`config.mk`:
```
export PLATFORM = sky130hd
export DESIGN_NAME = tile_grid_greedy_rect_merge_flat
export DESIGN_NICKNAME = d
export VERILOG_FILES = /design/src/hdl/tgm_pkg.sv /design/src/hdl/tgm_if.sv /design/src/hdl/tgm_mod.sv /design/src/hdl/tile_grid_greedy_rect_merge.sv /design/src/flat_wrapper.sv
export SDC_FILE = /design/constraint.sdc
export NUM_CORES = 2
export LEC_CHECK = 0
export BUFFER_PORTS_ARGS = -buffer_cell sky130_fd_sc_hd__buf_2
export CAP_MARGIN = 10
export CORE_ASPECT_RATIO = 0.9
export CORE_UTILIZATION = 35
export CTS_BUF_LIST = sky130_fd_sc_hd__clkbuf_16
export DETAILED_ROUTE_END_ITERATION = 10
export GPL_TIMING_DRIVEN = 0
export PLACE_DENSITY = 0.5
export SYNTH_ARGS = -nofsm -noshare
export SYNTH_HDL_FRONTEND = slang
export SYNTH_SLANG_ARGS = --single-unit
```
`constraint.sdc`:
```
create_clock -name clock -period 6.85 [get_ports clock]
set_clock_uncertainty 0.2 [all_clocks]
set_input_delay 1.37 -clock clock [delete_from_list [all_inputs] [get_ports clock]]
set_output_delay 1.37 -clock clock [all_outputs]
set_load 0.005 [all_outputs]
```
`src/hdl/tgm_pkg.sv`:
```
`timescale 1ns / 1ps
`default_nettype none
package tgm_pkg;
   localparam int DefGridCols = 8;
   localparam int DefGridRows = 8;
   localparam int MaxBlocks   = 64;

   typedef struct packed {
      logic        operation;
      logic [2:0]  col;
      logic [2:0]  row;
      logic [15:0] handle;
      logic [15:0] weight;
      logic [7:0]  stride;
   } req_type;

   typedef struct packed {
      logic        found;
      logic [2:0]  block_x;
      logic [2:0]  block_y;
      logic [3:0]  width;
      logic [3:0]  height;
      logic [15:0] block_handle;
      logic [15:0] block_weight;
      logic        last;
   } rsp_type;

   localparam logic OpLoad = 1'b0;
   localparam logic OpRun  = 1'b1;
endpackage
`default_nettype wire

```
`src/hdl/tgm_if.sv`:
```
`timescale 1ns / 1ps
`default_nettype none
interface tgm_req_if;
   logic valid;
   logic ready;
   tgm_pkg::req_type data;
   modport source (output valid, output data, input ready);
   modport sink (input valid, input data, output ready);
endinterface

interface tgm_rsp_if;
   logic valid;
   logic ready;
   tgm_pkg::rsp_type data;
   modport source (output valid, output data, input ready);
   modport sink (input valid, input data, output ready);
endinterface
`default_nettype wire

```
`src/hdl/tgm_mod.sv`:
```
`timescale 1ns / 1ps
`default_nettype none
// weight mod stride by restoring subtraction, one bit a cycle
module tgm_mod (
   input  wire logic        clock,
   input  wire logic        reset,
   input  wire logic        start,
   input  wire logic [15:0] dividend,
   input  wire logic [7:0]  divisor,
   output logic             done,
   output logic [7:0]       remainder
);
   logic [4:0]  count_ff, count_in;
   logic [15:0] quot_ff, quot_in;
   logic [8:0]  rem_ff, rem_in;
   logic        busy_ff, busy_in;
   logic [8:0]  trial;

   always_comb begin
      count_in = count_ff;
      quot_in  = quot_ff;
      rem_in   = rem_ff;
      busy_in  = busy_ff;
      trial    = {rem_ff[7:0], quot_ff[15]};
      if (start) begin
         count_in = 5'd0;
         quot_in  = dividend;
         rem_in   = 9'd0;
         busy_in  = 1'b1;
      end else if (busy_ff) begin
         quot_in = {quot_ff[14:0], 1'b0};
         if (trial >= {1'b0, divisor}) rem_in = trial - {1'b0, divisor};
         else rem_in = trial;
         count_in = count_ff + 5'd1;
         if (count_ff == 5'd15) busy_in = 1'b0;
      end
   end

   always_ff @(posedge clock) begin
      if (reset) begin
         busy_ff  <= 1'b0;
         count_ff <= 5'd0;
      end else begin
         busy_ff  <= busy_in;
         count_ff <= count_in;
      end
      quot_ff <= quot_in;
      rem_ff  <= rem_in;
   end

   assign done      = busy_ff && !busy_in && !start;
   assign remainder = rem_in[7:0];
endmodule
`default_nettype wire

```
`src/hdl/tile_grid_greedy_rect_merge.sv`:
```
`timescale 1ns / 1ps
`default_nettype none
// greedy rectangle merge over a tile grid
// req channel: load items (operation 0) write one tile in the accepting cycle
// and ready stays high, so loads can follow back to back. a run item
// (operation 1) first clears coverage row by row, then scans the grid
// row-major, reading one tile at a time through the shared read address.
// every scanned position is read, tested and advanced past. an anchor with
// a nonzero stride also runs the weight mod stride unit, reads and tests
// tiles to the right, commits its row, reads and tests tiles down, then
// hands the block over. an anchor with stride 0 goes straight to hand-over.
// each block is held until the next one is found or the scan ends, so the
// last flag is known when it goes out; a flush step then sends the final item,
// or a single not-found item. req ready is low from the run item until the
// final item is loaded into the rsp register. a stalled rsp holds the scan
// at the next block. reset clears coverage and control; tile memory is
// undefined until loaded.
module tile_grid_greedy_rect_merge #(
   parameter int GRID_COLS = tgm_pkg::DefGridCols,
   parameter int GRID_ROWS = tgm_pkg::DefGridRows
) (
   input wire logic clock,
   input wire logic reset,
   tgm_req_if.sink   req,
   tgm_rsp_if.source rsp
);
   import tgm_pkg::*;

   localparam int Tiles = GRID_COLS * GRID_ROWS;
   localparam int CW = (GRID_COLS > 1) ? $clog2(GRID_COLS) : 1;
   localparam int RW = (GRID_ROWS > 1) ? $clog2(GRID_ROWS) : 1;
   localparam int AW = (Tiles > 1) ? $clog2(Tiles) : 1;
   localparam int CXW = $clog2(GRID_COLS + 1);
   localparam int CYW = $clog2(GRID_ROWS + 1);
   localparam int LW = CW + 9;

   typedef enum logic [3:0] {
      S_IDLE, S_CLEAR, S_ANCHOR_RD, S_ANCHOR, S_MOD, S_RIGHT_RD, S_RIGHT,
      S_DOWN_RD, S_DOWN, S_EMIT, S_NEXT, S_FLUSH
   } state_type;

   state_type state_ff;
   logic [15:0] hmem [Tiles];
   logic [15:0] wmem [Tiles];
   logic [7:0]  smem [Tiles];
   logic [15:0] rd_h_ff;
   logic [15:0] rd_w_ff;
   logic [7:0]  rd_s_ff;
   logic [GRID_COLS-1:0] cov_ff [GRID_ROWS];

   logic [CW-1:0] x_ff, ix_ff;
   logic [RW-1:0] y_ff, iy_ff;
   logic [CXW-1:0] cx_ff;
   logic [CYW-1:0] cy_ff;
   logic [15:0] h_ff, w_ff, roww_ff, expw_ff;
   logic [7:0]  s_ff;
   logic [LW-1:0] limit_ff;
   logic [6:0]  count_ff;
   logic        any_ff;
   logic        rsp_valid_ff;
   rsp_type     rsp_ff;
   rsp_type     hold_ff;
   rsp_type     flush_item;
   logic        rsp_free, rsp_load;
   logic        mod_start, mod_done;
   logic [7:0]  mod_rem;
   logic [AW-1:0] rd_addr;
   logic [RW-1:0] rd_row;
   logic [CW-1:0] rd_col;
   logic [RW:0]   clr_ff;
   logic [GRID_COLS-1:0] mask;

   tgm_mod u_mod (
      .clock(clock), .reset(reset), .start(mod_start), .dividend(rd_w_ff),
      .divisor(s_ff), .done(mod_done), .remainder(mod_rem)
   );

   assign mod_start = (state_ff == S_ANCHOR) && !(cov_ff[y_ff][x_ff] || rd_h_ff == 16'd0)
                      && rd_s_ff != 8'd0;
   assign req.ready = (state_ff == S_IDLE);
   assign rsp.valid = rsp_valid_ff;
   assign rsp.data  = rsp_ff;
   assign rsp_free  = !rsp_valid_ff || rsp.ready;
   assign rsp_load  = rsp_free && ((state_ff == S_EMIT && any_ff) || state_ff == S_FLUSH);

   always_comb begin
      rd_row = y_ff;
      rd_col = x_ff;
      if (state_ff == S_RIGHT_RD || state_ff == S_DOWN_RD) begin
         rd_row = iy_ff;
         rd_col = ix_ff;
      end
      rd_addr = AW'(rd_row * GRID_COLS + rd_col);
      mask = '0;
      for (int i = 0; i < GRID_COLS; i++)
         mask[i] = (i >= int'(x_ff)) && (i < int'(x_ff) + int'(cx_ff));
   end

   always_ff @(posedge clock) begin
      if (state_ff == S_IDLE && req.valid && req.data.operation == OpLoad &&
          int'(req.data.col) < GRID_COLS && int'(req.data.row) < GRID_ROWS) begin
         hmem[AW'(int'(req.data.row) * GRID_COLS + int'(req.data.col))] <= req.data.handle;
         wmem[AW'(int'(req.data.row) * GRID_COLS + int'(req.data.col))] <= req.data.weight;
         smem[AW'(int'(req.data.row) * GRID_COLS + int'(req.data.col))] <= req.data.stride;
      end
      rd_h_ff <= hmem[rd_addr];
      rd_w_ff <= wmem[rd_addr];
      rd_s_ff <= smem[rd_addr];
   end

   always_ff @(posedge clock) begin
      if (reset) begin
         state_ff <= S_IDLE;
         rsp_valid_ff <= 1'b0;
         clr_ff <= '0;
         for (int r = 0; r < GRID_ROWS; r++) cov_ff[r] <= '0;
      end else begin
         if (rsp_load) rsp_valid_ff <= 1'b1;
         else if (rsp.ready) rsp_valid_ff <= 1'b0;
         if (rsp_load) rsp_ff <= (state_ff == S_FLUSH) ? flush_item : hold_ff;
         case (state_ff)
            S_IDLE: begin
               if (req.valid && req.data.operation == OpRun) begin
                  clr_ff <= '0;
                  state_ff <= S_CLEAR;
               end
            end
            S_CLEAR: begin
               // one coverage row a cycle
               cov_ff[clr_ff[RW-1:0]] <= '0;
               if (int'(clr_ff) == GRID_ROWS - 1) begin
                  x_ff <= '0;
                  y_ff <= '0;
                  count_ff <= '0;
                  any_ff <= 1'b0;
                  state_ff <= S_ANCHOR_RD;
               end
               clr_ff <= clr_ff + 1'b1;
            end
            S_ANCHOR_RD: state_ff <= S_ANCHOR;
            S_ANCHOR: begin
               h_ff <= rd_h_ff;
               w_ff <= rd_w_ff;
               s_ff <= rd_s_ff;
               cx_ff <= CXW'(1);
               cy_ff <= CYW'(1);
               if (cov_ff[y_ff][x_ff] || rd_h_ff == 16'd0) begin
                  state_ff <= S_NEXT;
               end else if (rd_s_ff == 8'd0) begin
                  cov_ff[y_ff][x_ff] <= 1'b1;
                  state_ff <= S_EMIT;
               end else begin
                  state_ff <= S_MOD;
               end
            end
            S_MOD: begin
               if (mod_done) begin
                  limit_ff <= LW'(x_ff) + LW'(s_ff) - LW'(mod_rem);
                  ix_ff <= x_ff + 1'b1;
                  iy_ff <= y_ff;
                  expw_ff <= w_ff + 16'd1;
                  if (int'(x_ff) + 1 >= GRID_COLS ||
                      LW'(x_ff) + LW'(s_ff) - LW'(mod_rem) <= LW'(x_ff) + LW'(1))
                     state_ff <= S_DOWN_RD;
                  else state_ff <= S_RIGHT_RD;
               end
            end
            S_RIGHT_RD: state_ff <= S_RIGHT;
            S_RIGHT: begin
               if (!cov_ff[y_ff][ix_ff] && rd_h_ff == h_ff && rd_w_ff == expw_ff) begin
                  cx_ff <= cx_ff + 1'b1;
                  expw_ff <= expw_ff + 16'd1;
                  ix_ff <= ix_ff + 1'b1;
                  if (int'(ix_ff) + 1 >= GRID_COLS ||
                      LW'(ix_ff) + LW'(1) >= limit_ff)
                     state_ff <= S_DOWN_RD;
                  else state_ff <= S_RIGHT_RD;
               end else state_ff <= S_DOWN_RD;
            end
            S_DOWN_RD: begin
               // first entry: commit anchor row coverage and set up next row
               if (iy_ff == y_ff) begin
                  cov_ff[y_ff] <= cov_ff[y_ff] | mask;
                  roww_ff <= w_ff + {8'd0, s_ff};
                  expw_ff <= w_ff + {8'd0, s_ff};
                  ix_ff <= x_ff;
                  if (int'(y_ff) + 1 >= GRID_ROWS) state_ff <= S_EMIT;
                  else iy_ff <= y_ff + 1'b1;
               end else state_ff <= S_DOWN;
            end
            S_DOWN: begin
               if (!cov_ff[iy_ff][ix_ff] && rd_h_ff == h_ff && rd_w_ff == expw_ff) begin
                  if (int'(ix_ff) + 1 == int'(x_ff) + int'(cx_ff)) begin
                     cov_ff[iy_ff] <= cov_ff[iy_ff] | mask;
                     cy_ff <= cy_ff + 1'b1;
                     roww_ff <= roww_ff + {8'd0, s_ff};
                     expw_ff <= roww_ff + {8'd0, s_ff};
                     ix_ff <= x_ff;
                     if (int'(iy_ff) + 1 >= GRID_ROWS) state_ff <= S_EMIT;
                     else begin
                        iy_ff <= iy_ff + 1'b1;
                        state_ff <= S_DOWN_RD;
                     end
                  end else begin
                     ix_ff <= ix_ff + 1'b1;
                     expw_ff <= expw_ff + 16'd1;
                     state_ff <= S_DOWN_RD;
                  end
               end else state_ff <= S_EMIT;
            end
            S_EMIT: begin
               // the previous block goes out, the new one is held
               if (!any_ff || rsp_free) begin
                  hold_ff.found <= 1'b1;
                  hold_ff.block_x <= 3'(x_ff);
                  hold_ff.block_y <= 3'(y_ff);
                  hold_ff.width <= 4'(cx_ff);
                  hold_ff.height <= 4'(cy_ff);
                  hold_ff.block_handle <= h_ff;
                  hold_ff.block_weight <= w_ff;
                  hold_ff.last <= 1'b0;
                  count_ff <= count_ff + 7'd1;
                  any_ff <= 1'b1;
                  if (count_ff == 7'(MaxBlocks - 1)) state_ff <= S_FLUSH;
                  else state_ff <= S_NEXT;
               end
            end
            S_NEXT: begin
               if (int'(x_ff) + int'(cx_ff) >= GRID_COLS) begin
                  x_ff <= '0;
                  if (int'(y_ff) + 1 >= GRID_ROWS) state_ff <= S_FLUSH;
                  else begin
                     y_ff <= y_ff + 1'b1;
                     state_ff <= S_ANCHOR_RD;
                  end
               end else begin
                  x_ff <= CW'(int'(x_ff) + int'(cx_ff));
                  state_ff <= S_ANCHOR_RD;
               end
            end
            S_FLUSH: begin
               if (rsp_free) state_ff <= S_IDLE;
            end
            default: state_ff <= S_IDLE;
         endcase
      end
   end

   // final item: held block with last set, or not-found
   always_comb begin
      flush_item = hold_ff;
      if (!any_ff) flush_item = '0;
      flush_item.last = 1'b1;
   end

   property p_no_req_while_busy;
      @(posedge clock) disable iff (reset) (state_ff != S_IDLE) |-> !req.ready;
   endproperty
   assert property (p_no_req_while_busy) else $error("ready while busy");

   assert property (@(posedge clock) disable iff (reset)
      (rsp_valid_ff && !rsp.ready) |=> rsp_valid_ff)
      else $error("result dropped under stall");

   assert property (@(posedge clock) disable iff (reset)
      (rsp_valid_ff && !rsp.ready) |=> $stable(rsp_ff))
      else $error("result changed under stall");

   assert property (@(posedge clock) disable iff (reset)
      (state_ff == S_EMIT) |-> (cx_ff != '0 && cy_ff != '0))
      else $error("empty rectangle");
endmodule
`default_nettype wire
```
`src/flat_wrapper.sv`:
```
// flat-port wrapper written by rule: the top's interface ports become plain ports
module tile_grid_greedy_rect_merge_flat import tgm_pkg::*;
#(
   parameter int GRID_COLS = tgm_pkg::DefGridCols,
   parameter int GRID_ROWS = tgm_pkg::DefGridRows
)
  (clock, reset, req_valid, req_data, req_ready, rsp_valid, rsp_data, rsp_ready);
  tgm_req_if req_i ();
  tgm_rsp_if rsp_i ();
  input wire logic clock;
  input wire logic reset;
  input wire logic [$bits(req_i.valid)-1:0] req_valid;
  input wire logic [$bits(req_i.data)-1:0] req_data;
  output wire logic [$bits(req_i.ready)-1:0] req_ready;
  output wire logic [$bits(rsp_i.valid)-1:0] rsp_valid;
  output wire logic [$bits(rsp_i.data)-1:0] rsp_data;
  input wire logic [$bits(rsp_i.ready)-1:0] rsp_ready;
  assign req_i.valid = req_valid;
  assign req_i.data = req_data;
  assign req_ready = req_i.ready;
  assign rsp_valid = rsp_i.valid;
  assign rsp_data = rsp_i.data;
  assign rsp_i.ready = rsp_ready;
  tile_grid_greedy_rect_merge #(.GRID_COLS(GRID_COLS), .GRID_ROWS(GRID_ROWS)) u_core (.clock(clock), .reset(reset), .req(req_i), .rsp(rsp_i));
endmodule
```
==> metrics.txt <==
CTS buffer count approximately 310; # IOs 101; synthesized area between 100000 and 150000 sq um; vias in the first global route 61600; Hold WC Path Type reg -> reg; crit-path cells nor2b_1 > nand2_1 > mux2i_4 > clkbuf_1 > clkbuf_4 > buf_2 > mux4_2 > nand2_1 > a311oi_1 > a211oi_1 > a21oi_1; Crit. End Element flop; Slew Limit Fails 0; Vias 62100; Setup Crit Path Kind reg -> reg; row cnt 200; worst slack at placement -0.515 ns; prevailing post-synth register cell edfxtp_1; Clk Latency, worst-skew pair roughly 0.88 ns; postcts setup bufs 0; Routed WL per cell 30.1 microns; NetSw 10.2 mW; initial antenna violation count 49; peak supply drop 0.207 mV; FFs w/ async S/R, synth 0; Congestion Overflow GR 0; crit-path max cell delay roughly 1.1 ns; ratio of cells with drive above 1 in the final layout 0.227; Worst Min Path Start u_core.rd_s_ff[3]; Reg power frac 0.489; final worst slack -0.106 ns; P_int 30.7 mW; Core ar. 331000 sq um; Crit-path slowest cell a311oi_1; die area ~340000 sq um; fin util 0.409; CP dominant cell by count nand2_1; minimum clock period 6.96 ns; Setup Viol. Count Final 2; Comb power frac 0.113; TritonCTS Sinks approximately 2900; Crit Path Max Fanout 10; Reg2Reg Launch Point u_core.state_ff[0]; status finished, violations left; commonest non-fill, non-tap cell in the layout edfxtp_1; clock slew at reported path FFs 0.07 ns; Root Buffer Master clkbuf_16; drt first pass iters 5; reg2reg end u_core.rd_s_ff[5]; hold path endpoint u_core.s_ff[3]; max_cap viols 0; yosys warns 0; initial cell density of the core 0.353; Power Density a little over 300 nW/um^2; Max Freq 0.144 GHz; Slew @ Worst Pin 1.24 ns; Leakage 42.7 nW; IO Port Bufs 97; worst hold path cell count 0; vias per cell 5.48; startpoint types flop; total power just over 40 mW; reg-to-reg slack, setup -0.11 ns; FILL cells 29600; most frequent cells in the layout edfxtp_1 (2846), mux4_2 (666), nand2_1 (421); fin nets 6748; Clock power frac 0.398; Die Y 550 microns; TNS Setup -0.109 ns; Antenna Nets Post-Route 0; number of synthesized flops with an enable pin 2846; Global Route Usage Sum 0.200; RSZ-0062 raised after global routing no; register area share after synthesis 0.744; clk buf depth 4; Initial DRC Count 7001; Worst Path Required 7.29 ns; sw frac 0.249; H-tree lvl count 5; CTS tree yes; Routed WL 341 mm; Critical Path AT 7.40 ns; Yosys reg bits 2915; Final Hold Viols 0; post-synthesis cell count 6109; Post-DP HPWL 230 mm; die width around 600 microns; r2r worst-path depth 11; pin count of the biggest net entering global routing 65; Netlist cell types 84; post-route clock period utilization 1.02; DRC viols 0; Worst slew margin 0.164; Area Overhead vs Synth 15.9%; failing checks negative setup slack; Syn Nets 6227; post-cts hold buffer count 0; first-pass GRT wire length approximately 480 mm; syn_area_per_cell between 15 and 20 sq um; gpl congestion 0.918
worst max-delay path: cells and delay by family (launching register included):
| kind | cells | cell delay [ns] |
|---|---|---|
| compound gates | 3 | 2.14 |
| buf+inv | 3 | 1.84 |
| flops | 1 | 0.42 |
| mux | 2 | 1.05 |
| simple gates | 3 | 1.05 |
Yosys cell counts (13+ instances only):
| cell | count | area, sq um |
|---|---|---|
| nor2b_1 | 63 | 394 |
| nand4_1 | 21 | 131 |
| and2_1 | 173 | 1080 |
| mux4_2 | 666 | 15000 |
| edfxtp_1 | 2846 | 85500 |
| nor4_1 | 14 | 87.6 |
| nand2b_1 | 13 | 81.3 |
| inv_1 | 45 | 169 |
| mux2i_1 | 44 | 440 |
| mux2_2 | 28 | 315 |
| o21ai_0 | 95 | 475 |
| buf_1 | 19 | 71.3 |
| nand3_1 | 58 | 290 |
| a21oi_1 | 148 | 741 |
| nor2_1 | 203 | 762 |
| xnor2_1 | 89 | 780 |
| buf_2 | 118 | 591 |
| nor3_1 | 45 | 225 |
| ha_1 | 61 | 763 |
| clkbuf_1 | 222 | 833 |
| xor2_1 | 35 | 307 |
| a211oi_1 | 215 | 1610 |
| a311oi_1 | 82 | 718 |
| and3_1 | 25 | 156 |
| a22oi_1 | 15 | 113 |
| a31oi_1 | 89 | 557 |
| a21o_1 | 41 | 308 |
| dfxtp_1 | 69 | 1380 |
| nand2_1 | 421 | 1580 |
metal layers:
layer | vias up | part of all wire | GRT usage
met3 | 518 | 0.070 | 0.0347
li1 | 26100 | - | -
met1 | 33100 | 0.45 | 0.297
met4 | 26 | 0.034 | 0.0629
met5 | - | 0.00052 | 0
met2 | 2302 | 0.44 | 0.300
cell type report:
cell class / count / area, sq um / area share
tap: 4444 / 5560 / 0.0411
multi-input combinational: 2787 / 28800 / 0.213
clock inverter: 232 / 1650 / 0.0122
inverter: 45 / 169 / 0.00125
timing repair buffer: 209 / 2640 / 0.0195
antenna: 22 / 55.1 / 0.000407
sequential: 2915 / 86800 / 0.642
buffer: 360 / 1550 / 0.0114
clock buffer: 321 / 8030 / 0.0594
sequential cells by signal, indices dropped and copies added, names as in the netlist, 46 cells and up, named ones only:
| name | cells |
|---|---|
| u_core.wmem | 1024 |
| u_core.smem | 512 |
| u_core.hold_ff | 46 |
| u_core.hmem | 1024 |
| u_core.cov_ff | 64 |
| u_core.rsp.data | 48 |
repair_timing:
action / in CTS / in global routing
hold endpoints to repair: 0 / 0
gates resized for setup: 13 / 8
endpoints found under the setup margin: 30 / 31
power groups by stage:
stage / Combinational, mW / Clock [mW] / Sequential [mW]
finish: 4.61 / 16.3 / 20.0
global route: 4.89 / 17.2 / 20.0
CTS: 4.61 / 16.6 / 20.0
detailed placement: 4.59 / 0 / 20.4
global placement: 4.46 / 0 / 20.4
floorplan: 2.54 / 0 / 20.3
cell families (layout without fill, tap and decap cells):
group,Yosys count,in the layout,synth area share
multiplexers,738,738,0.135
other,0,22,0
flip-flops,2915,2915,0.744
adder cells (fa/ha/maj),67,67,0.00757
AND/OR/NAND/NOR,1078,1078,0.0439
AO/OA/AOI/OAI,778,778,0.0455
buffers and inverters,407,1167,0.0145
XOR/XNOR,126,126,0.00964
how the worst max path moves through the flow:
stage                               endpoint  slack (ns)  cells after the start               start
after floorplan           u_core.rsp.data[0]        1.01                      3               reset
after global placement    u_core.rd_h_ff[13]       -3.48                     11  u_core.state_ff[0]
after detailed placement  u_core.rd_h_ff[14]       -0.52                     12  u_core.state_ff[0]
after CTS                  u_core.rd_h_ff[6]        0.03                     12  u_core.state_ff[0]
after global routing       u_core.rd_h_ff[9]      0.0005                     11  u_core.state_ff[0]
final                      u_core.rd_s_ff[5]       -0.11                     11  u_core.state_ff[0]
metrics by stage:
stage | hold slack (ns) | area [sq um] | std cells
after floorplan | 0.200 | 117000 | 6109
after global placement | 0.212 | 123000 | 10700
after detailed placement | 0.211 | 126000 | 10800
after CTS | 0.216 | 135000 | 11300
after global routing | 0.231 | 135000 | 11300
final | 0.218 | 135000 | 11300
Note: power is estimated with default switching activity, not from simulation.
